**config.mk**
```make
export PLATFORM = sky130hd
export DESIGN_NAME = debug_packet_deframer_unit
export DESIGN_NICKNAME = d
export VERILOG_FILES = /design/src/sv/dpd_pkg.sv /design/src/sv/dpd_ram.sv /design/src/sv/dpd_cmd_queue.sv /design/src/sv/dpd_front.sv /design/src/sv/dpd_back.sv /design/src/sv/debug_packet_deframer_unit.sv
export SDC_FILE = /design/constraint.sdc
export NUM_CORES = 1
export LEC_CHECK = 0
export BUFFER_PORTS_ARGS = -buffer_cell sky130_fd_sc_hd__buf_2
export CORE_MARGIN = 5
export CORE_UTILIZATION = 40
export CTS_CLUSTER_SIZE = 16
export DETAILED_ROUTE_END_ITERATION = 7
export HOLD_SLACK_MARGIN = 0.1
export PLACE_DENSITY = 0.67
export SYNTH_ARGS = -nofsm -noshare
export SYNTH_HDL_FRONTEND = slang
export SYNTH_SLANG_ARGS = --single-unit
```
**constraint.sdc**
```tcl
create_clock -name clock -period 2.5 [get_ports clock]
set_input_delay 0.5 -clock clock [delete_from_list [all_inputs] [get_ports clock]]
set_output_delay 0.5 -clock clock [all_outputs]
set_load 0.05 [all_outputs]
```
**src/sv/dpd_pkg.sv**
```systemverilog
// Shared types, constants and helpers of the debug packet deframer.
package dpd_pkg;

   localparam int MAX_PAYLOAD_DEF = 63;

   localparam logic [7:0] CHAR_START   = 8'h24;
   localparam logic [7:0] CHAR_END     = 8'h23;
   localparam logic [7:0] CHAR_CONSOLE = 8'h4f;
   localparam logic [7:0] CHAR_ACK     = 8'h2b;

   typedef enum logic [1:0] {
      KIND_ACK      = 2'd0,
      KIND_DATA     = 2'd1,
      KIND_EMPTY    = 2'd2,
      KIND_OVERFLOW = 2'd3
   } kind_type;

   typedef enum logic [1:0] {
      PH_HUNT = 2'd0,
      PH_BODY = 2'd1,
      PH_SUM1 = 2'd2,
      PH_SUM2 = 2'd3
   } phase_type;

   typedef enum logic [1:0] {
      MODE_ACK_ONLY = 2'd0,
      MODE_DATA     = 2'd1,
      MODE_EMPTY    = 2'd2,
      MODE_OVERFLOW = 2'd3
   } mode_type;

   typedef enum logic [2:0] {
      BK_IDLE = 3'd0,
      BK_ACK  = 3'd1,
      BK_READ = 3'd2,
      BK_DATA = 3'd3,
      BK_TAIL = 3'd4
   } back_state_type;

   typedef struct packed {
      mode_type mode;
      logic     ack;
      logic     bank;
   } cmd_type;

   function automatic logic is_hex(input logic [7:0] b);
      is_hex = (b >= 8'h30 && b <= 8'h39) || (b >= 8'h61 && b <= 8'h66) ||
               (b >= 8'h41 && b <= 8'h46);
   endfunction

endpackage

```
**src/sv/dpd_ram.sv**
```systemverilog
// Generic single-write, single-read RAM with registered read data.
module dpd_ram #(
   parameter int WIDTH = 8,
   parameter int DEPTH = 128
) (
   input  logic                     clock,
   input  logic                     wr_en,
   input  logic [$clog2(DEPTH)-1:0] wr_addr,
   input  logic [WIDTH-1:0]         wr_data,
   input  logic                     rd_en,
   input  logic [$clog2(DEPTH)-1:0] rd_addr,
   output logic [WIDTH-1:0]         rd_data
);

   logic [WIDTH-1:0] mem_ff [DEPTH];
   logic [WIDTH-1:0] rd_data_ff;

   always_ff @(posedge clock) begin
      if (wr_en) begin
         mem_ff[wr_addr] <= wr_data;
      end
      if (rd_en) begin
         rd_data_ff <= mem_ff[rd_addr];
      end
   end

   assign rd_data = rd_data_ff;

endmodule

```
**src/sv/dpd_cmd_queue.sv**
```systemverilog
// Two-entry command queue between the framing front end and the result back end.
module dpd_cmd_queue #(
   parameter int WIDTH = 8
) (
   input  logic             clock,
   input  logic             reset,
   input  logic             push,
   input  logic [WIDTH-1:0] push_data,
   input  logic             pop,
   output logic [WIDTH-1:0] head_data,
   output logic             full,
   output logic             empty
);

   logic [WIDTH-1:0] slot_ff [2];
   logic             wr_ptr_ff, wr_ptr_in;
   logic             rd_ptr_ff, rd_ptr_in;
   logic [1:0]       count_ff, count_in;

   always_comb begin
      wr_ptr_in = push ? ~wr_ptr_ff : wr_ptr_ff;
      rd_ptr_in = pop ? ~rd_ptr_ff : rd_ptr_ff;
      count_in  = count_ff + {1'b0, push} - {1'b0, pop};
   end

   always_ff @(posedge clock) begin
      if (reset) begin
         wr_ptr_ff <= 1'b0;
         rd_ptr_ff <= 1'b0;
         count_ff  <= 2'd0;
      end else begin
         wr_ptr_ff <= wr_ptr_in;
         rd_ptr_ff <= rd_ptr_in;
         count_ff  <= count_in;
      end
   end

   always_ff @(posedge clock) begin
      if (push) begin
         slot_ff[wr_ptr_ff] <= push_data;
      end
   end

   assign head_data = slot_ff[rd_ptr_ff];
   assign full      = count_ff == 2'd2;
   assign empty     = count_ff == 2'd0;

`ifndef SYNTH
   a_no_overfill: assert property (@(posedge clock) disable iff (reset)
      full |-> !push || pop)
      else $error("push into a full command queue");
   a_no_underrun: assert property (@(posedge clock) disable iff (reset)
      empty |-> !pop)
      else $error("pop from an empty command queue");
   a_count_bound: assert property (@(posedge clock) disable iff (reset)
      count_ff != 2'd3)
      else $error("command queue count out of range");
`endif

endmodule

```
**src/sv/dpd_front.sv**
```systemverilog
// Framing front end: hunts for packets, stores payload, classifies completed packets.
module dpd_front import dpd_pkg::*; #(
   parameter int MAX_PAYLOAD = MAX_PAYLOAD_DEF,
   localparam int CNTW = $clog2(MAX_PAYLOAD + 1),
   localparam int IDXW = $clog2(MAX_PAYLOAD)
) (
   input  logic            clock,
   input  logic            reset,
   input  logic            req_valid,
   output logic            req_ready,
   input  logic [7:0]      req_rx_byte,
   input  logic            csr_wr_en,
   input  logic            csr_wr_data,
   input  logic            q_full,
   output logic            q_push,
   output cmd_type         q_cmd,
   output logic [CNTW-1:0] q_count,
   output logic            ram_wr_en,
   output logic [IDXW:0]   ram_wr_addr,
   output logic [7:0]      ram_wr_data
);

   phase_type       phase_ff, phase_in;
   logic [CNTW-1:0] count_ff, count_in;
   logic            tail_hex_ff, tail_hex_in;
   logic            first_o_ff, first_o_in;
   logic            bank_ff, bank_in;
   logic            ack_en_ff;
   logic            accept;
   logic            at_max;
   logic            is_console;

   assign req_ready  = !q_full;
   assign accept     = req_valid && req_ready;
   assign at_max     = count_ff == CNTW'(MAX_PAYLOAD);
   assign is_console = (count_ff > CNTW'(1)) && first_o_ff && tail_hex_ff;

   always_comb begin
      phase_in = phase_ff;
      if (accept) begin
         unique case (phase_ff)
            PH_HUNT: begin
               if (req_rx_byte == CHAR_START) begin
                  phase_in = PH_BODY;
               end
            end
            PH_BODY: begin
               if (req_rx_byte == CHAR_END) begin
                  phase_in = PH_SUM1;
               end else if (at_max) begin
                  phase_in = PH_HUNT;
               end
            end
            PH_SUM1: phase_in = PH_SUM2;
            PH_SUM2: phase_in = PH_HUNT;
            default: phase_in = PH_HUNT;
         endcase
      end
   end

   always_comb begin
      count_in    = count_ff;
      tail_hex_in = tail_hex_ff;
      first_o_in  = first_o_ff;
      bank_in     = bank_ff;
      q_push      = 1'b0;
      q_cmd       = '{mode: MODE_ACK_ONLY, ack: 1'b0, bank: bank_ff};
      ram_wr_en   = 1'b0;
      if (accept) begin
         unique case (phase_ff)
            PH_HUNT: begin
               if (req_rx_byte == CHAR_START) begin
                  count_in    = '0;
                  tail_hex_in = 1'b1;
               end
            end
            PH_BODY: begin
               if (req_rx_byte == CHAR_END) begin
                  count_in = count_ff;
               end else if (at_max) begin
                  q_push      = 1'b1;
                  q_cmd.mode  = MODE_OVERFLOW;
                  count_in    = '0;
                  tail_hex_in = 1'b1;
               end else begin
                  if (count_ff != '0 && !is_hex(req_rx_byte)) begin
                     tail_hex_in = 1'b0;
                  end
                  if (count_ff == '0) begin
                     first_o_in = req_rx_byte == CHAR_CONSOLE;
                  end
                  ram_wr_en = 1'b1;
                  count_in  = count_ff + CNTW'(1);
               end
            end
            PH_SUM1: begin
               count_in = count_ff;
            end
            PH_SUM2: begin
               q_cmd.ack = ack_en_ff;
               if (is_console) begin
                  q_cmd.mode = MODE_ACK_ONLY;
               end else if (count_ff == '0) begin
                  q_cmd.mode = MODE_EMPTY;
               end else begin
                  q_cmd.mode = MODE_DATA;
                  bank_in    = ~bank_ff;
               end
               q_push      = ack_en_ff || !is_console;
               count_in    = '0;
               tail_hex_in = 1'b1;
            end
            default: count_in = count_ff;
         endcase
      end
   end

   assign q_count     = count_ff;
   assign ram_wr_addr = {bank_ff, count_ff[IDXW-1:0]};
   assign ram_wr_data = req_rx_byte;

   always_ff @(posedge clock) begin
      if (reset) begin
         phase_ff    <= PH_HUNT;
         count_ff    <= '0;
         tail_hex_ff <= 1'b1;
         first_o_ff  <= 1'b0;
         bank_ff     <= 1'b0;
         ack_en_ff   <= 1'b1;
      end else begin
         phase_ff    <= phase_in;
         count_ff    <= count_in;
         tail_hex_ff <= tail_hex_in;
         first_o_ff  <= first_o_in;
         bank_ff     <= bank_in;
         if (csr_wr_en) begin
            ack_en_ff <= csr_wr_data;
         end
      end
   end

`ifndef SYNTH
   a_count_bound: assert property (@(posedge clock) disable iff (reset)
      count_ff <= CNTW'(MAX_PAYLOAD))
      else $error("payload count beyond maximum");
   a_overflow_in_body: assert property (@(posedge clock) disable iff (reset)
      q_push && q_cmd.mode == MODE_OVERFLOW |=> phase_ff == PH_HUNT && count_ff == '0)
      else $error("overflow did not return to hunting");
   a_data_flips_bank: assert property (@(posedge clock) disable iff (reset)
      q_push && q_cmd.mode == MODE_DATA |=> bank_ff != $past(bank_ff))
      else $error("payload bank not swapped after data packet");
`endif

endmodule

```
**src/sv/dpd_back.sv**
```systemverilog
// Result back end: turns queued packet commands into result transactions.
module dpd_back import dpd_pkg::*; #(
   parameter int MAX_PAYLOAD = MAX_PAYLOAD_DEF,
   localparam int CNTW = $clog2(MAX_PAYLOAD + 1),
   localparam int IDXW = $clog2(MAX_PAYLOAD)
) (
   input  logic            clock,
   input  logic            reset,
   input  logic            q_empty,
   input  cmd_type         q_cmd,
   input  logic [CNTW-1:0] q_count,
   output logic            q_pop,
   output logic            ram_rd_en,
   output logic [IDXW:0]   ram_rd_addr,
   input  logic [7:0]      ram_rd_data,
   output logic            rsp_valid,
   input  logic            rsp_ready,
   output logic [1:0]      rsp_result_kind,
   output logic [7:0]      rsp_data_byte,
   output logic            rsp_last
);

   back_state_type  state_ff, state_in;
   logic [IDXW-1:0] idx_ff, idx_in;
   logic            rsp_valid_ff, rsp_valid_in;
   kind_type        kind_ff, emit_kind;
   logic [7:0]      data_ff, emit_data;
   logic            last_ff, emit_last;
   logic            emit;
   logic            out_free;
   logic            run_last;

   assign out_free = !rsp_valid_ff || rsp_ready;
   assign run_last = CNTW'(idx_ff) + CNTW'(1) == q_count;

   always_comb begin
      state_in = state_ff;
      unique case (state_ff)
         BK_IDLE: begin
            if (!q_empty) begin
               if (q_cmd.ack) begin
                  state_in = BK_ACK;
               end else if (q_cmd.mode == MODE_DATA) begin
                  state_in = BK_READ;
               end else begin
                  state_in = BK_TAIL;
               end
            end
         end
         BK_ACK: begin
            if (out_free) begin
               unique case (q_cmd.mode)
                  MODE_ACK_ONLY: state_in = BK_IDLE;
                  MODE_DATA:     state_in = BK_READ;
                  default:       state_in = BK_TAIL;
               endcase
            end
         end
         BK_READ: state_in = BK_DATA;
         BK_DATA: begin
            if (out_free) begin
               state_in = run_last ? BK_IDLE : BK_READ;
            end
         end
         BK_TAIL: begin
            if (out_free) begin
               state_in = BK_IDLE;
            end
         end
         default: state_in = BK_IDLE;
      endcase
   end

   always_comb begin
      emit      = 1'b0;
      emit_kind = KIND_ACK;
      emit_data = 8'h00;
      emit_last = 1'b0;
      q_pop     = 1'b0;
      ram_rd_en = 1'b0;
      idx_in    = idx_ff;
      unique case (state_ff)
         BK_IDLE: idx_in = '0;
         BK_ACK: begin
            emit      = out_free;
            emit_kind = KIND_ACK;
            emit_data = CHAR_ACK;
            emit_last = q_cmd.mode == MODE_ACK_ONLY;
            q_pop     = out_free && q_cmd.mode == MODE_ACK_ONLY;
         end
         BK_READ: ram_rd_en = 1'b1;
         BK_DATA: begin
            emit      = out_free;
            emit_kind = KIND_DATA;
            emit_data = ram_rd_data;
            emit_last = run_last;
            q_pop     = out_free && run_last;
            if (out_free) begin
               idx_in = idx_ff + IDXW'(1);
            end
         end
         BK_TAIL: begin
            emit      = out_free;
            emit_kind = (q_cmd.mode == MODE_OVERFLOW) ? KIND_OVERFLOW : KIND_EMPTY;
            emit_last = 1'b1;
            q_pop     = out_free;
         end
         default: idx_in = '0;
      endcase
      rsp_valid_in = emit || (rsp_valid_ff && !rsp_ready);
   end

   assign ram_rd_addr = {q_cmd.bank, idx_ff};

   always_ff @(posedge clock) begin
      if (reset) begin
         state_ff     <= BK_IDLE;
         idx_ff       <= '0;
         rsp_valid_ff <= 1'b0;
      end else begin
         state_ff     <= state_in;
         idx_ff       <= idx_in;
         rsp_valid_ff <= rsp_valid_in;
      end
   end

   always_ff @(posedge clock) begin
      if (emit) begin
         kind_ff <= emit_kind;
         data_ff <= emit_data;
         last_ff <= emit_last;
      end
   end

   assign rsp_valid       = rsp_valid_ff;
   assign rsp_result_kind = kind_ff;
   assign rsp_data_byte   = data_ff;
   assign rsp_last        = last_ff;

`ifndef SYNTH
   a_pop_needs_cmd: assert property (@(posedge clock) disable iff (reset)
      q_pop |-> !q_empty)
      else $error("command retired with an empty queue");
   a_idx_in_range: assert property (@(posedge clock) disable iff (reset)
      state_ff == BK_DATA |-> CNTW'(idx_ff) < q_count)
      else $error("payload read beyond packet length");
   a_pop_on_last: assert property (@(posedge clock) disable iff (reset)
      emit |-> q_pop == emit_last)
      else $error("command retired out of step with the last result");
   a_idle_after_pop: assert property (@(posedge clock) disable iff (reset)
      q_pop |=> state_ff == BK_IDLE)
      else $error("back end busy after retiring a command");
`endif

endmodule

```
**src/sv/debug_packet_deframer_unit.sv**
```systemverilog
// Top level of the debug packet deframer.
//
// The req_ channel carries one received link byte per transaction. The front
// end hunts for '$', stores payload bytes up to '#', skips two checksum
// characters and queues at most one command per finished packet (or per overflow).
// The rsp_ channel carries the results: an optional '+' acknowledge, then the
// payload bytes, an empty-reply marker or an overflow error; rsp_last marks
// the final result of the byte that caused them. Console packets ('O' plus
// hex digits) give only the acknowledge, and nothing while it is disabled.
// Input bytes are taken one per cycle while the two-entry command queue has
// room. The first result of a byte passes through the command queue, the
// back-end state register and the result register; the back end reads
// each payload byte from the registered payload RAM and outputs it before
// it reads the next. The payload RAM holds two packets, so a new packet is
// received while the previous one drains.
// csr_wr_en/csr_wr_data set the acknowledge enable. Reset returns to
// hunting, empties the queue and sets the acknowledge enable. When the
// receiver stalls, the result register holds and the queue fills, after
// which req_ready drops.
module debug_packet_deframer_unit import dpd_pkg::*; #(
   parameter int MAX_PAYLOAD = MAX_PAYLOAD_DEF
) (
   input  logic       clock,
   input  logic       reset,
   input  logic       req_valid,
   output logic       req_ready,
   input  logic [7:0] req_rx_byte,
   output logic       rsp_valid,
   input  logic       rsp_ready,
   output logic [1:0] rsp_result_kind,
   output logic [7:0] rsp_data_byte,
   output logic       rsp_last,
   input  logic       csr_wr_en,
   input  logic       csr_wr_data
);

   localparam int CNTW  = $clog2(MAX_PAYLOAD + 1);
   localparam int IDXW  = $clog2(MAX_PAYLOAD);
   localparam int QW    = $bits(cmd_type) + CNTW;
   localparam int DEPTH = 2 ** (IDXW + 1);

   logic            q_full, q_empty, q_push, q_pop;
   cmd_type         push_cmd, head_cmd;
   logic [CNTW-1:0] push_count, head_count;
   logic [QW-1:0]   head_word;
   logic            ram_wr_en, ram_rd_en;
   logic [IDXW:0]   ram_wr_addr, ram_rd_addr;
   logic [7:0]      ram_wr_data, ram_rd_data;

   dpd_front #(.MAX_PAYLOAD(MAX_PAYLOAD)) u_front (
      .clock       (clock),
      .reset       (reset),
      .req_valid   (req_valid),
      .req_ready   (req_ready),
      .req_rx_byte (req_rx_byte),
      .csr_wr_en   (csr_wr_en),
      .csr_wr_data (csr_wr_data),
      .q_full      (q_full),
      .q_push      (q_push),
      .q_cmd       (push_cmd),
      .q_count     (push_count),
      .ram_wr_en   (ram_wr_en),
      .ram_wr_addr (ram_wr_addr),
      .ram_wr_data (ram_wr_data)
   );

   dpd_cmd_queue #(.WIDTH(QW)) u_queue (
      .clock     (clock),
      .reset     (reset),
      .push      (q_push),
      .push_data ({push_cmd, push_count}),
      .pop       (q_pop),
      .head_data (head_word),
      .full      (q_full),
      .empty     (q_empty)
   );

   assign head_cmd   = cmd_type'(head_word[QW-1:CNTW]);
   assign head_count = head_word[CNTW-1:0];

   dpd_ram #(.WIDTH(8), .DEPTH(DEPTH)) u_ram (
      .clock   (clock),
      .wr_en   (ram_wr_en),
      .wr_addr (ram_wr_addr),
      .wr_data (ram_wr_data),
      .rd_en   (ram_rd_en),
      .rd_addr (ram_rd_addr),
      .rd_data (ram_rd_data)
   );

   dpd_back #(.MAX_PAYLOAD(MAX_PAYLOAD)) u_back (
      .clock           (clock),
      .reset           (reset),
      .q_empty         (q_empty),
      .q_cmd           (head_cmd),
      .q_count         (head_count),
      .q_pop           (q_pop),
      .ram_rd_en       (ram_rd_en),
      .ram_rd_addr     (ram_rd_addr),
      .ram_rd_data     (ram_rd_data),
      .rsp_valid       (rsp_valid),
      .rsp_ready       (rsp_ready),
      .rsp_result_kind (rsp_result_kind),
      .rsp_data_byte   (rsp_data_byte),
      .rsp_last        (rsp_last)
   );

endmodule

```
# Word-level counts from Yosys, hierarchy flattened
# Memories as Yosys holds them, arrays and structs flattened. A register that Yosys moved wholly into a read port is not among the register bits.
# Index checks and enable logic that the tools add are counted.
classes:
  add_sub_neg: 4
  n_lt_le_gt_ge: 7
  n_eq_ne: 23
  mux: 52
  n_bitwise: 9
  reduce_logical: 36
op_table:
  columns: ["operator", "n"]
  rows:
  - ["$mux W6", 4]
  - ["$mux W1", 21]
  - ["$mux W3", 7]
  - ["$pmux W6 S3", 1]
  - ["$eq A8 B6 Y1 const B", 2]
  - ["$ge A8 B7 Y1 const B", 2]
  - ["$le A8 B7 Y1 const B", 2]
  - ["$mux W2", 8]
  - ["$pmux W8 S2", 1]
  - ["$pmux W3 S5", 1]
  - ["$add A6 B1 Y6 const B", 2]
  - ["$pmux W6 S2", 1]
  - ["$reduce_and A4 Y1", 3]
  - ["$logic_and A1 B1 Y1", 10]
  - ["$reduce_and A5 Y1", 2]
  - ["$not A1 Y1", 9]
  - ["$pmux W1 S3", 3]
  - ["$eq A2 B2 Y1 const B", 4]
  - ["$eq A8 B7 Y1 const B", 1]
  - ["$ge A8 B6 Y1 const B", 1]
  - ["$le A8 B6 Y1 const B", 1]
  - ["$ne A2 B1 Y1 const B", 4]
  - ["$pmux W2 S2", 2]
  - ["$pmux W2 S4", 1]
  - ["23 further kinds", 38]
word_totals:
  ff_bits: 37
  mem_bits_rw: 1044
  in_bits: 14
  n_memories: 2
mem_list:
  columns: ["memory", "depth", "width", "read_ports", "rd_clocked_by_memory_dff", "write_ports", "line_no", "rtl"]
  rows:
  - ["u_ram.mem_ff", 128, 8, 1, 1, 1, "dpd_ram.sv:15", "logic [WIDTH-1:0] mem_ff [DEPTH];"]
  - ["u_queue.slot_ff", 2, 10, 1, 1, 1, "dpd_cmd_queue.sv:15", "logic [WIDTH-1:0] slot_ff [2];"]

# Depth between registers and ports, before layout
logic_depth:
  depth_word: 10
  ltp_mapped: 14

# Modules after synthesis
# A second synthesis with hierarchy kept.
unflattened:
  hier_cells: 1935
  hier_area_um2: 42819.8
by_module_without_submodules:
  columns: ["module", "instances", "cells_each", "area_per_inst_um2"]
  rows:
  - ["dpd_ram", 1, 1635, 39745.6]
  - ["dpd_back", 1, 126, 1173.6]
  - ["dpd_front", 1, 122, 963.4]
  - ["dpd_cmd_queue", 1, 52, 937.1]

# Worst setup path after synthesis
# Ideal clock, no wire load.
synth_path:
  path_kind: "register -> register"
  from: "register u_queue.count_ff[0]"
  to: "memory u_ram.mem_ff[119][0] (enable)"
  setup_time_ns: 0.370
  arrival_time_ns: 2.325
  path_slack_ns: -0.195
  stages_incl_launch_ff: 8
  period_less_slack_ns: 2.695
  cell_sequence: "dfxtp_1 > nand2b_1 > nand2_1 > or3_4 > nor2_4 > nand3_2 > buf_2 > nor2_1"
synth_between:
  elab_chain_cells: 6
synth_rtl:
  columns: ["element", "line_no", "rtl"]
  rows:
  - ["from (decl)", "dpd_cmd_queue.sv:18", "logic [1:0] count_ff, count_in;"]
  - ["from (signal assigned)", "dpd_cmd_queue.sv:34", "count_ff <= count_in;"]
  - ["$eq A2 B2 Y1", "dpd_cmd_queue.sv:45", "assign full = count_ff == 2'd2;"]
  - ["$logic_not A1 Y1", "dpd_front.sv:33", "assign req_ready = !q_full;"]
  - ["via req_ready", "debug_packet_deframer_unit.sv:26", "output logic req_ready,"]
  - ["$logic_and A1 B1 Y1", "dpd_front.sv:34", "assign accept = req_valid && req_ready;"]
  - ["$mux W1", "dpd_front.sv:69", "if (accept) begin"]
  - ["$mux W1", "dpd_ram.sv:19", "if (wr_en) begin"]
  - ["$mux W1 (implied by the code)", "dpd_ram.sv:20", "mem_ff[wr_addr] <= wr_data;"]
  - ["to (decl)", "dpd_ram.sv:15", null]
# The timed path passes the listed nets, and every way through them passes these cells.

==> impl_metrics.xml <==
<?xml version="1.0" encoding="UTF-8"?>
<metrics>
  <group name="outcome">
    <metric name="status" unit="">complete, but fails checks</metric>
    <metric name="violations" unit="">setup timing</metric>
  </group>
  <group name="global_route">
    <metric name="number_of_global_route_vias_before_repair" unit="">22000</metric>
    <metric name="grt_max_degree" unit="">101</metric>
    <metric name="grt.overflow.total" unit="">0</metric>
    <metric name="initial_antenna_violation_count" unit="">3</metric>
    <metric name="groute.usage.overall" unit="">0.185</metric>
    <metric name="grt_first_pass_wirelength" unit="mm">154</metric>
  </group>
  <group name="logic_synthesis">
    <metric name="async_reset_ff_frac" unit="">0</metric>
    <metric name="syn_area" unit="mm²">0.0422</metric>
    <metric name="netlist_top_cells_area" unit="">edfxtp_1 76%, mux4_2 14%, o22ai_1 2.2%</metric>
    <metric name="synth-edff-count" unit="">1063</metric>
    <metric name="synth_largest_type_area_fraction" unit="">0.757</metric>
    <metric name="synth_seq_area_share" unit="">0.770</metric>
    <metric name="synth.cells.most_frequent" unit="">1,063 x edfxtp_1, 256 x mux4_2, 176 x nor2_1, 146 x o22ai_1, 40 x clkbuf_1</metric>
    <metric name="synth_largest_area_cell" unit="">edfxtp_1</metric>
    <metric name="synth_warnings" unit="">0</metric>
    <metric name="synth_most_common_cell" unit="">edfxtp_1</metric>
    <metric name="post_synth_num_cell_types" unit="">61</metric>
    <metric name="syn_avg_cell_area" unit="µm²">20.7</metric>
    <metric name="synth_nets" unit="">2062</metric>
    <metric name="yosys_register_bits" unit="">1090</metric>
    <metric name="post_synth_inst_count" unit="">2041</metric>
    <metric name="synth-main-ff-cell" unit="">edfxtp_1</metric>
  </group>
  <group name="clock_network">
    <metric name="clock-root-buffer" unit="">clkbuf_16</metric>
    <metric name="cts_sinks" unit="">1090</metric>
    <metric name="tritoncts_clock_tree" unit="">built</metric>
    <metric name="clockBufferDepth" unit="">3</metric>
    <metric name="insertion_delay" unit="ps">670</metric>
    <metric name="cts-buffers-inserted" unit="">105</metric>
    <metric name="htreeDepth" unit="">3</metric>
    <metric name="path_clk_slew" unit="ps">70</metric>
  </group>
  <group name="timing">
    <metric name="maxClockFrequency" unit="MHz">389</metric>
    <metric name="time_the_worst_path_needs_with_i_o_delays_and_setup" unit="ps">2570</metric>
    <metric name="worstMarginPinSlew" unit="ps">1250</metric>
    <metric name="final-max-slew-violation-count" unit="">0</metric>
    <metric name="final.period_utilization" unit="">1.03</metric>
    <metric name="fin_tns_setup" unit="ps">-276</metric>
    <metric name="unrepaired_setup_endpoints_after_global_routing" unit="">true</metric>
    <metric name="timing.final.hold_violations" unit="">0</metric>
    <metric name="final.setup.worst_slack" unit="ps">-72.1</metric>
    <metric name="finalSetupViolations" unit="">7</metric>
    <metric name="fin_skew" unit="ps">30.2</metric>
    <metric name="max-slew-margin-rel" unit="">0.165</metric>
    <metric name="worst_hold_slack" unit="ps">212</metric>
  </group>
  <group name="final_layout">
    <metric name="post_route_cells_drive_above_1_share" unit="">0.400</metric>
    <metric name="nFillCells" unit="">8133</metric>
    <metric name="finalNetCount" unit="">2334</metric>
    <metric name="area_growth_syn_to_layout" unit="%">21.7</metric>
    <metric name="post-route-util" unit="">0.489</metric>
  </group>
  <group name="power">
    <metric name="clock_power_share" unit="">0.440</metric>
    <metric name="vdd.ir_drop.worst" unit="mV">0.500</metric>
    <metric name="swShare" unit="">0.195</metric>
    <metric name="cellInternalPower" unit="µW">29400</metric>
    <metric name="areal_power_density_over_the_cells" unit="mW/mm²">712</metric>
    <metric name="combinationalPowerShare" unit="">0.011</metric>
    <metric name="share_seq_of_total_power" unit="">0.548</metric>
    <metric name="net_sw_power" unit="µW">7120</metric>
    <metric name="power.leakage" unit="µW">0.0156</metric>
  </group>
  <group name="drt">
    <metric name="post_drt_wl_per_cell" unit="µm">28.1</metric>
    <metric name="drt_first_iter_violations" unit="">2659</metric>
    <metric name="detail_route.vias_per_cell" unit="">5.85</metric>
    <metric name="via_count" unit="">22200</metric>
    <metric name="drc" unit="">0</metric>
    <metric name="drt-pass1-iter-count" unit="">7</metric>
    <metric name="route.final.wire_length" unit="mm">107</metric>
    <metric name="antenna_left" unit="">0</metric>
  </group>
  <group name="worst_setup_path">
    <metric name="timing.critical_path.slowest_stage_cell" unit="">mux4_2</metric>
    <metric name="worstSetupStartpointType" unit="">flop</metric>
    <metric name="crit_type" unit="">flop to flop</metric>
    <metric name="critPathCaptureType" unit="">flop</metric>
    <metric name="cp_data_arrival_time" unit="ps">2980</metric>
    <metric name="timing.critical_path.fanout_max" unit="">7</metric>
    <metric name="cp_cell_sequence" unit="">buf_4, clkbuf_16, clkbuf_16, mux4_2, o22ai_1, nor4_4, o22ai_2, buf_4, nor2_4</metric>
    <metric name="crit_required" unit="ps">2910</metric>
    <metric name="slowest_delay" unit="ps">530</metric>
  </group>
  <group name="placement">
    <metric name="place_hpwl" unit="mm">64.3</metric>
    <metric name="gp_routability_congestion" unit="">0.924</metric>
    <metric name="io_buffers" unit="">26</metric>
  </group>
  <group name="floorplan">
    <metric name="initial_utilization" unit="">0.402</metric>
    <metric name="die_y" unit="µm">335</metric>
    <metric name="die_x" unit="µm">335</metric>
    <metric name="pin_count" unit="">27</metric>
    <metric name="placeableCoreArea" unit="mm²">0.105</metric>
    <metric name="floorplan.rows" unit="">119</metric>
    <metric name="die_ar" unit="mm²">0.112</metric>
  </group>
  <group name="min_path">
    <metric name="min_path_type" unit="">input port to flop</metric>
  </group>
  <group name="job">
    <metric name="maxCapViolations" unit="">0</metric>
  </group>
</metrics>
[flip-flops by register name, summed over array words and instances, names as in the netlist, named ones only]
register                count
u_back.idx_ff               6
u_front.ack_en_ff           1
u_back.rsp_result_kind      2
u_front.bank_ff             1
u_back.rsp_valid            1
u_queue.slot_ff            20
u_front.tail_hex_ff         1
u_ram.mem_ff             1024
u_back.state_ff             3
u_front.first_o_ff          1
u_queue.rd_ptr_ff           1
u_front.phase_ff            1
u_back.rsp_data_byte        8
u_back.rsp_last             1
u_queue.count_ff            2
u_ram.rd_data               8
u_queue.wr_ptr_ff           1
u_front.q_count             6
[critical path, delay by kind of cell (launching register included)]
kind | cells | cell delay (ps)
flops | 1 | 390
mux | 1 | 530
compound gates | 2 | 500
buf+inv | 4 | 710
simple gates | 2 | 180
[per-stage QoR]
stage	setup WS [ps]	cells	power [µW]	cell area, µm²
detailed placement	-859	3560	20800	45500
finish	-72.1	3794	36500	51300
global route	-139	3793	37600	51300
CTS	-81.0	3774	36700	50100
global placement	-1420	3560	20800	45500
floorplan	18.3	2041	20400	42200
[metal layers]
| metal | GRT usage | wire (µm) |
|---|---|---|
| met5 | 0 | 0 |
| met4 | 0.0537 | 2600 |
| met3 | 0.0444 | 11400 |
| met2 | 0.285 | 49900 |
| met1 | 0.266 | 42900 |
[timing repair]
item,4_1_cts,5_1_grt
endpoints found under the setup margin,983,492
pin swaps,20,21
hold buffers,3,0
setup buffers,11,12
hold endpoints to repair,2,0
gates resized for setup,230,155
cloned,4,10
[power by group through the flow]
stage | Sequential [µW] | Clock (µW) | Combinational (µW)
2_1_floorplan | 20400 | 0 | 17.6
3_3_place_gp | 20400 | 0 | 411
3_5_place_dp | 20400 | 0 | 422
4_1_cts | 20000 | 16300 | 425
5_1_grt | 20000 | 17200 | 442
6_report | 20000 | 16100 | 417
[worst paths after layout]
check	startpoint	to	slack, ps	cells past startpoint
max reg2reg	u_back.idx_ff[0]$_SDFFE_PP0P_	u_ram.rd_data[2]$_DFFE_PP_	-70	9
max	u_back.idx_ff[0]$_SDFFE_PP0P_	u_ram.rd_data[2]$_DFFE_PP_	-70	9
min	rsp_ready	u_back.rsp_valid$_SDFF_PP0_	210	3
min reg2reg	u_front.tail_hex_ff$_SDFFE_PP1P_	u_front.tail_hex_ff$_SDFFE_PP1P_	530	1
[cells in the final DEF (no fill, tap or decap), drive strengths merged, types with 22 or more instances in the layout]
master and instances:
nor2 178, mux4 256, nor4 36, o22ai 146
nand2 38, buf 265, clkinv 41, dfxtp 27
clkbuf 141, a21oi 22, edfxtp 1063
[kinds of logic after synthesis]
family | count (synthesis) | share of synthesized area
AOI/OAI and AO/OA | 204 | 0.0309
xor gates and xnor gates | 11 | 0.00261
adders and majority gates | 7 | 0.00208
buffers and inverters | 128 | 0.0166
DFF | 1090 | 0.770
muxes | 267 | 0.139
and+or+nand+nor | 334 | 0.0383
[area by class of cell]
type,count,area [µm²],area share
antenna,1,2.50,0.0000488
clock buffer,132,2810,0.0548
clock inverter,64,679,0.0132
inverter,15,56.3,0.00110
multi-input combinational,823,10600,0.207
sequential,1090,32500,0.633
tap,1391,1740,0.0339
timing repair buffer,278,2890,0.0564
(Power assumes the default switching activity.)
